<file path="config.mk">
export PLATFORM = sky130hd
export DESIGN_NAME = keyed_fifo_with_cancel_unit
export DESIGN_NICKNAME = d
export VERILOG_FILES = /design/src/rtl/core/kfc_pkg.sv /design/src/rtl/core/keyed_fifo_with_cancel_unit.sv /design/src/rtl/core/kfc_cell.sv /design/src/rtl/core/kfc_chain.sv
export VERILOG_INCLUDE_DIRS = /design/src /design/src/rtl/core
export SDC_FILE = /design/constraint.sdc
export NUM_CORES = 2
export LEC_CHECK = 0
export ABC_CLOCK_PERIOD_IN_PS = 11900
export BUFFER_PORTS_ARGS = -buffer_cell sky130_fd_sc_hd__buf_2
export CAP_MARGIN = 20
export CORE_UTILIZATION = 45
export DETAILED_ROUTE_END_ITERATION = 6
export GPL_TIMING_DRIVEN = 0
export MAX_ROUTING_LAYER = met4
export PLACE_DENSITY_LB_ADDON = 0.1
export SYNTH_ARGS = -nofsm -noshare
export SYNTH_HDL_FRONTEND = slang
export SYNTH_HIERARCHICAL = 1
export SYNTH_SLANG_ARGS = --single-unit
</file>
<file path="constraint.sdc">
create_clock -name clk_i -period 11.9 [get_ports clk_i]
set_input_delay 1.785 -clock clk_i [delete_from_list [all_inputs] [get_ports clk_i]]
set_output_delay 1.785 -clock clk_i [all_outputs]
set_load 0.01 [all_outputs]
</file>
<file path="src/rtl/core/keyed_fifo_with_cancel_unit_assert.svh">
// Assertion macros for the keyed record queue.
`ifndef KEYED_FIFO_WITH_CANCEL_UNIT_ASSERT_SVH
`define KEYED_FIFO_WITH_CANCEL_UNIT_ASSERT_SVH

// Clocked assertion, off during reset.
`define KFC_ASSERT(lbl, prop, msg) \
  lbl: assert property (@(posedge clk_i) disable iff (!rst_ni) (prop)) else $error(msg);

// Condition that must never hold at a clock edge.
`define KFC_NEVER(lbl, cond, msg) \
  `KFC_ASSERT(lbl, !(cond), msg)

`endif

</file>
<file path="src/rtl/core/kfc_pkg.sv">
// Types and codes shared by the keyed record queue.
package kfc_pkg;

  localparam int unsigned DefDepth = 16;

  typedef enum logic [1:0] {
    MODE_INSERT = 2'd0,
    MODE_UPDATE = 2'd1,
    MODE_CANCEL = 2'd2,
    MODE_PROC   = 2'd3
  } mode_e;

  typedef enum logic [1:0] {
    STAT_OK       = 2'd0,
    STAT_NOTFOUND = 2'd1,
    STAT_EMPTY    = 2'd2,
    STAT_FULL     = 2'd3
  } status_e;

  typedef enum logic [2:0] {
    CO_NOP,
    CO_SEARCH,
    CO_WRITE,
    CO_APPEND,
    CO_REMOVE,
    CO_POP
  } cell_op_e;

  typedef struct packed {
    logic [31:0] key;
    logic [31:0] customer;
    logic [31:0] cost;
  } rec_t;

  typedef struct packed {
    cell_op_e op;
    rec_t     rec;
  } cell_ctrl_t;

  typedef struct packed {
    logic hit;
    logic full;
    logic empty;
  } chain_stat_t;

endpackage

</file>
<file path="src/rtl/core/keyed_fifo_with_cancel_unit.sv">
// Keyed record queue: insert, update, cancel by id, pop from head.
// Insert, update, cancel, and process with count 0: busy in the apply state, result strobe in the
// cycle after it; a new word is taken only while not busy. Process of n records: busy in the pop state,
// one result per busy cycle, each shown in the cycle after, and a last EMPTY result when fewer than
// n records are held; the single-shift chain moves one record per cycle, which sets the pop rate.
// Key search is one compare per cell, registered, then oldest-match select in the next cycle.
// Reset clears all valid bits and the controller; results cannot be stalled by the receiver.
module keyed_fifo_with_cancel_unit #(
  parameter int unsigned DEPTH = kfc_pkg::DefDepth
) (
  input  logic               clk_i,
  input  logic               rst_ni,
  input  logic               start,
  output logic               busy,
  input  logic [1:0]         mode_i,
  input  logic signed [31:0] order_id_i,
  input  logic signed [31:0] customer_no_i,
  input  logic [31:0]        cost_bits_i,
  input  logic [7:0]         item_count_i,
  output logic               res_valid_o,
  output logic [1:0]         status_o,
  output logic signed [31:0] out_id_o,
  output logic signed [31:0] out_customer_o,
  output logic [31:0]        out_cost_o,
  output logic               has_record_o,
  output logic               last_o
);
  import kfc_pkg::*;

  typedef enum logic [1:0] {
    ST_IDLE,
    ST_APPLY,
    ST_POP
  } state_e;

  state_e      state_q, state_d;
  mode_e       mode_q, mode_d;
  rec_t        cmd_q, cmd_d;
  logic [7:0]  count_q, count_d;
  logic        rv_q, rv_d;
  status_e     st_q, st_d;
  rec_t        orec_q, orec_d;
  logic        has_q, has_d;
  logic        last_q, last_d;

  cell_ctrl_t  ctrl;
  chain_stat_t stat;
  rec_t        head;

  kfc_chain #(.DEPTH(DEPTH)) u_chain (
    .clk_i (clk_i),
    .rst_ni(rst_ni),
    .ctrl_i(ctrl),
    .stat_o(stat),
    .head_o(head)
  );

  always_comb begin
    state_d  = state_q;
    mode_d   = mode_q;
    cmd_d    = cmd_q;
    count_d  = count_q;
    rv_d     = 1'b0;
    st_d     = STAT_OK;
    orec_d   = '0;
    has_d    = 1'b0;
    last_d   = 1'b0;
    ctrl.op  = CO_NOP;
    ctrl.rec = cmd_q;
    unique case (state_q)
      ST_IDLE: begin
        if (start) begin
          mode_d           = mode_e'(mode_i);
          cmd_d.key        = order_id_i;
          cmd_d.customer   = customer_no_i;
          cmd_d.cost       = cost_bits_i;
          count_d          = item_count_i;
          ctrl.op          = CO_SEARCH;
          ctrl.rec.key     = order_id_i;
          if (mode_e'(mode_i) == MODE_PROC && item_count_i != 8'd0) begin
            state_d = ST_POP;
          end else begin
            state_d = ST_APPLY;
          end
        end
      end
      ST_APPLY: begin
        rv_d    = 1'b1;
        last_d  = 1'b1;
        state_d = ST_IDLE;
        unique case (mode_q)
          MODE_INSERT: begin
            if (stat.hit) begin
              ctrl.op = CO_WRITE;
            end else if (stat.full) begin
              st_d = STAT_FULL;
            end else begin
              ctrl.op = CO_APPEND;
            end
          end
          MODE_UPDATE: begin
            if (stat.hit) begin
              ctrl.op = CO_WRITE;
            end else begin
              st_d = STAT_NOTFOUND;
            end
          end
          MODE_CANCEL: begin
            if (stat.hit) begin
              ctrl.op = CO_REMOVE;
            end else begin
              st_d = STAT_NOTFOUND;
            end
          end
          default: begin
          end
        endcase
      end
      ST_POP: begin
        rv_d = 1'b1;
        if (stat.empty) begin
          st_d    = STAT_EMPTY;
          last_d  = 1'b1;
          state_d = ST_IDLE;
        end else begin
          ctrl.op = CO_POP;
          orec_d  = head;
          has_d   = 1'b1;
          count_d = count_q - 8'd1;
          if (count_q == 8'd1) begin
            last_d  = 1'b1;
            state_d = ST_IDLE;
          end
        end
      end
      default: begin
        state_d = ST_IDLE;
      end
    endcase
  end

  always_ff @(posedge clk_i or negedge rst_ni) begin
    if (!rst_ni) begin
      state_q <= ST_IDLE;
      mode_q  <= MODE_INSERT;
      cmd_q   <= '0;
      count_q <= '0;
      rv_q    <= 1'b0;
      st_q    <= STAT_OK;
      orec_q  <= '0;
      has_q   <= 1'b0;
      last_q  <= 1'b0;
    end else begin
      state_q <= state_d;
      mode_q  <= mode_d;
      cmd_q   <= cmd_d;
      count_q <= count_d;
      rv_q    <= rv_d;
      st_q    <= st_d;
      orec_q  <= orec_d;
      has_q   <= has_d;
      last_q  <= last_d;
    end
  end

  assign busy           = (state_q != ST_IDLE);
  assign res_valid_o    = rv_q;
  assign status_o       = st_q;
  assign out_id_o       = orec_q.key;
  assign out_customer_o = orec_q.customer;
  assign out_cost_o     = orec_q.cost;
  assign has_record_o   = has_q;
  assign last_o         = last_q;

`include "keyed_fifo_with_cancel_unit_assert.svh"

  `KFC_ASSERT(a_res_after_busy, res_valid_o |-> $past(busy), "result without prior work")
  `KFC_NEVER(a_rec_status, has_record_o && (status_o != STAT_OK), "record with bad status")
  `KFC_ASSERT(a_one_done, start && !busy && mode_i != MODE_PROC |-> ##2 last_o, "no single result")
  `KFC_NEVER(a_last_idle, res_valid_o && (last_o == busy), "last flag out of step with busy")

endmodule

</file>
<file path="src/rtl/core/kfc_cell.sv">
// One storage cell of the record chain.
module kfc_cell (
  input  logic               clk_i,
  input  logic               rst_ni,
  input  kfc_pkg::cell_ctrl_t ctrl_i,
  input  logic               first_i,
  input  logic               ge_i,
  input  logic               left_valid_i,
  input  logic               right_valid_i,
  input  kfc_pkg::rec_t      right_rec_i,
  output logic               valid_o,
  output kfc_pkg::rec_t      rec_o,
  output logic               match_o
);
  import kfc_pkg::*;

  logic valid_q, valid_d;
  logic match_q, match_d;
  rec_t rec_q, rec_d;

  always_comb begin
    valid_d = valid_q;
    match_d = match_q;
    rec_d   = rec_q;
    case (ctrl_i.op)
      CO_SEARCH: begin
        match_d = valid_q && (rec_q.key == ctrl_i.rec.key);
      end
      CO_WRITE: begin
        if (first_i) begin
          rec_d.customer = ctrl_i.rec.customer;
          rec_d.cost     = ctrl_i.rec.cost;
        end
      end
      CO_APPEND: begin
        if (!valid_q && left_valid_i) begin
          valid_d = 1'b1;
          rec_d   = ctrl_i.rec;
        end
      end
      CO_REMOVE: begin
        if (ge_i) begin
          valid_d = right_valid_i;
          rec_d   = right_rec_i;
        end
      end
      CO_POP: begin
        valid_d = right_valid_i;
        rec_d   = right_rec_i;
      end
      default: begin
      end
    endcase
  end

  always_ff @(posedge clk_i or negedge rst_ni) begin
    if (!rst_ni) begin
      valid_q <= 1'b0;
      match_q <= 1'b0;
    end else begin
      valid_q <= valid_d;
      match_q <= match_d;
    end
  end

  always_ff @(posedge clk_i) begin
    rec_q <= rec_d;
  end

  assign valid_o = valid_q;
  assign rec_o   = rec_q;
  assign match_o = match_q;

endmodule

</file>
<file path="src/rtl/core/kfc_chain.sv">
// Row of record cells with oldest-match selection.
module kfc_chain #(
  parameter int unsigned DEPTH = kfc_pkg::DefDepth
) (
  input  logic                clk_i,
  input  logic                rst_ni,
  input  kfc_pkg::cell_ctrl_t ctrl_i,
  output kfc_pkg::chain_stat_t stat_o,
  output kfc_pkg::rec_t       head_o
);
  import kfc_pkg::*;

  logic [DEPTH:0]   valid_ext;
  rec_t             rec_ext [DEPTH+1];
  logic [DEPTH-1:0] match;
  logic [DEPTH-1:0] first;
  logic [DEPTH-1:0] ge;

  assign valid_ext[DEPTH] = 1'b0;
  assign rec_ext[DEPTH]   = '0;

  assign first = match & (~match + DEPTH'(1));
  assign ge    = ~(first - DEPTH'(1));

  for (genvar i = 0; i < DEPTH; i++) begin : g_cell
    logic left_valid;
    if (i == 0) begin : g_head
      assign left_valid = 1'b1;
    end else begin : g_body
      assign left_valid = valid_ext[i-1];
    end
    kfc_cell u_cell (
      .clk_i        (clk_i),
      .rst_ni       (rst_ni),
      .ctrl_i       (ctrl_i),
      .first_i      (first[i]),
      .ge_i         (ge[i]),
      .left_valid_i (left_valid),
      .right_valid_i(valid_ext[i+1]),
      .right_rec_i  (rec_ext[i+1]),
      .valid_o      (valid_ext[i]),
      .rec_o        (rec_ext[i]),
      .match_o      (match[i])
    );
  end

  assign stat_o.hit   = |match;
  assign stat_o.full  = valid_ext[DEPTH-1];
  assign stat_o.empty = !valid_ext[0];
  assign head_o       = rec_ext[0];

endmodule

</file>
==> run_results.csv <==
group,metric,value,unit
yosys,synth.yosys.seq_area_share,64.39,%
clock_tree,clock_pin_slew_on_the_worst_setup_and_hold_paths,0.06,ns
setup_path,critical_path.cell_chain,"nor4_4, nand4_2, or4_1, nand2b_1, a22oi_1, nor3_2, buf_6, buf_4, inv_1, ha_1, clkbuf_1, buf_2, inv_2, a21oi_4, buf_16",
global_routing,grt_first_pass_wirelength,256.1,mm
run_status,status,"finished, final reports clean",
clock_tree,cts_hold_buf,0,
setup_path,cp_slowest_stage_delay,0.83,ns
pwr,peakVddDrop,0.1497,mV
setup_path,crit_path_max_fanout,21,
global_routing,via_count_of_the_first_global_routing_pass,42480,
min_path,timing.hold.worst.class,"reg -> reg",
final_layout,layoutNonFillerInstCount,7973,
die,start_util,45.35,%
route,firstDrtPassIters,7,
die,die_height,426.3,microns
die,rows,155,
sta,final.hold.worst_slack,0.4438,ns
clock_tree,cts.htree.levels,4,
die,die_area,181700,sq um
pwr,p_int,14.97,mW
yosys,yosys_register_bits,1777,
route,vias_per_cell,5.155,
sta,grt_setup_unrepaired,"false",
sta,finalMaxSlewViolations,0,
clock_tree,clock-root-buffer,"clkbuf_16",
global_routing,grtUsageMet1,23.88,%
global_routing,use_met3,2.799,%
final_layout,design.final.nets,5585,
setup_path,worstPathArrival,6.51,ns
die,core_region_area,178600,sq um
setup_path,required_time_at_the_worst_slack_endpoint,12.42,ns
global_routing,grt_max_degree,111,
clock_tree,clock_latency,0.83,ns
job,timing.max_cap.violations,0,
yosys,synth-edff-count,1536,
clock_tree,post_cts_resized,0,
placement,dp_hpwl,120.3,mm
route,finalWirelength,167.5,mm
pwr,net-switching-power,6.132,mW
global_routing,grt.total_usage,19.10,%
clock_tree,tritoncts,"done",
route,routed-via-count,41100,
yosys,synth.yosys.warnings,6,
placement,placed_instances,7611,
sta,timing.final.crit_period,5.992,ns
pwr,power_frac_seq,44.8,%
global_routing,met2_usage,32.01,%
die,die_x,426.3,microns
clock_tree,post-cts-setup-buffer-count,0,
sta,fmax,0.1669,GHz
pwr,p_clk_share,27.1,%
global_routing,antenna_found_initial,14,
yosys,syn_area_per_cell,16.89,sq um
route,routedWlPerCell,21.01,microns
final_layout,mostFrequentLayoutCells,"1536 x edfxtp_1, 1142 x mux2_2, 524 x mux2_1, 496 x xor2_1, 379 x buf_2",
placement,routabilityCongestion,0.8234,
yosys,async_flop_share,13.56,%
route,drt_first_iter_violations,2221,
die,io_pins,211,
route,drc,0,
pwr,sw_frac_of_total,29.06,%
setup_path,crit_slowest_cell,"or4_1",
sta,layout_worst_path_cycle_share,50.35,%
clock_tree,tritoncts.num_buffers,192,
yosys,post_synth_instance_area,81000,sq um
global_routing,grt.busiest_layer,"met2",
global_routing,gr-total-overflow,0,
placement,numPortBuffers,210,
setup_path,ws_path_type,"reg -> reg",
pwr,power_density,223.8,nW/um^2
sta,worst_pin_slew,1.149,ns
clock_tree,cts-root-to-sink-buffers,3,
setup_path,worst_setup_ep_type,"register",
clock_tree,cts_sinks,1777,
sta,clock_tree_skew_after_final_layout,0.03333,ns
pwr,comb_power_share,28.2,%
yosys,synthFlopType,"edfxtp_1",
sta,slew-limit-headroom,23.40,%
yosys,synthDistinctLibCells,63,
pwr,leakagePower,33.19,nW
sta,number_of_failing_setup_endpoints_in_the_final_timing_report,0,
route,detail-route-antenna-nets,0,
setup_path,critical_path.startpoint_type,"register",
final_layout,final_common_cell,"edfxtp_1",
yosys,synthCells,4796,
final_layout,area.growth.synth_to_final,16.37,%
sta,finalHoldViolCount,0,
final_layout,drive_gt1_share,36.91,%
-- stage by stage --
stage	setup TNS [ns]	utilization (%)	cell area [sq um]	setup slack [ns]	power [mW]
3_5_place_dp	0	49.39	88220	5.836	15.54
3_3_place_gp	-4675.10	47.79	85360	-5.117	15.10
4_1_cts	0	52.77	94260	6.008	21.39
6_report	0	52.77	94260	5.908	21.10
5_1_grt	0	52.77	94260	5.732	22.25
2_1_floorplan	0	-	81360	2.200	13.56
-- per-layer routing --
layer  wire [microns]  vias up
met3             6512      281
met4             4526        0
met5                0        -
met1            73260    20330
li1                 -    19750
met2            83230      741
-- critical path, delay by kind of cell, from the launching register on --
family,cells,cell delay (ns)
buffers and inverters,7,2.21
and+or+nand+nor,5,2.16
AOI/OAI and AO/OA,2,0.63
DFF,1,0.46
adders and majority gates,1,0.14
-- cell type report --
cell class | instances | area, sq um
multi-input combinational | 2863 | 28280
tap | 2355 | 2947
antenna | 1 | 2.502
fill | 14530 | 84350
sequential | 1777 | 52160
clock inverter | 82 | 619.3
inverter | 50 | 187.7
buffer | 202 | 1031
clock buffer | 279 | 5421
timing repair buffer | 364 | 3615
-- kinds of logic (layout without fill, tap and decap cells) --
| group | count (synthesis) | after routing | synth area share [%] |
|---|---|---|---|
| other | 2 | 99 | 0.009271 |
| multiplexers | 1668 | 1668 | 23.18 |
| adder cells (fa/ha/maj) | 26 | 26 | 0.4016 |
| AND/OR/NAND/NOR | 463 | 463 | 4.076 |
| XOR/XNOR | 512 | 512 | 5.536 |
| buffers and inverters | 252 | 977 | 1.504 |
| AO/OA/AOI/OAI | 96 | 96 | 0.9021 |
| flip-flops | 1777 | 1777 | 64.39 |
-- path summary, 6_finish.rpt --
kind,startpoint,to,slack (ns),depth (start not counted)
max,u_chain/g_cell[1].u_cell/match_o,u_chain/g_cell[8].u_cell/rec_o[68],5.91,15
max reg2reg,u_chain/g_cell[1].u_cell/match_o,u_chain/g_cell[8].u_cell/rec_o[68],5.91,15
max in group asynchronous,rst_ni,cmd_q[5],10.10,2
min in group asynchronous,rst_ni,out_customer_o[15],0.85,1
min,u_chain/g_cell[0].u_cell/rec_o[1],out_cost_o[1],0.44,1
min reg2reg,u_chain/g_cell[0].u_cell/rec_o[1],out_cost_o[1],0.44,1
-- registers in the layout, indices dropped and copies added, names as in the netlist --
signal                         flops
has_record_o                       1
count_q                            8
out_id_o                          32
u_chain/g_cell.u_cell/rec_o     1536
out_customer_o                    32
u_chain/g_cell.u_cell/valid_o     16
res_valid_o                        1
u_chain/g_cell.u_cell/match_o     16
mode_q                             2
status_o                           2
cmd_q                             96
state_q                            2
last_o                             1
out_cost_o                        32
-- power by group through the flow --
stage | Sequential, mW | Clock, mW | Combinational, mW
final | 9.44 | 5.71 | 5.95
after global routing | 9.60 | 6.12 | 6.52
after CTS | 9.46 | 5.89 | 6.04
after detailed placement | 9.59 | 0 | 5.96
after global placement | 9.73 | 0 | 5.37
after floorplan | 9.30 | 0 | 4.25
-- cell usage after synthesis (7+ instances only) --
| cell | instances | area, sq um |
|---|---|---|
| dfrtp_1 | 241 | 6031 |
| nand3_1 | 36 | 180.2 |
| buf_6 | 7 | 78.83 |
| nor4_2 | 18 | 225.2 |
| mux2_1 | 526 | 5923 |
| nand2_1 | 25 | 93.84 |
| edfxtp_1 | 1536 | 46120 |
| o21ai_0 | 8 | 40.04 |
| nor3_1 | 20 | 100.1 |
| inv_2 | 18 | 67.56 |
| clkbuf_1 | 21 | 78.83 |
| ha_1 | 26 | 325.3 |
| nor2b_1 | 21 | 131.4 |
| xnor2_1 | 16 | 140.1 |
| o21ai_1 | 17 | 85.08 |
| or4b_1 | 16 | 160.2 |
| nor4_1 | 114 | 713.2 |
| nand3b_1 | 18 | 135.1 |
| a21oi_1 | 24 | 120.1 |
| inv_1 | 32 | 120.1 |
| nor4_4 | 18 | 382.9 |
| xor2_1 | 496 | 4344 |
| mux2_2 | 1140 | 12840 |
| buf_2 | 170 | 850.8 |
| o31ai_2 | 16 | 200.2 |
| o32a_1 | 16 | 160.2 |
| and2_1 | 97 | 606.8 |
| nand4_1 | 18 | 112.6 |
| or3b_1 | 16 | 140.1 |
| nor2_1 | 11 | 41.29 |
(Power assumes the default switching activity.)
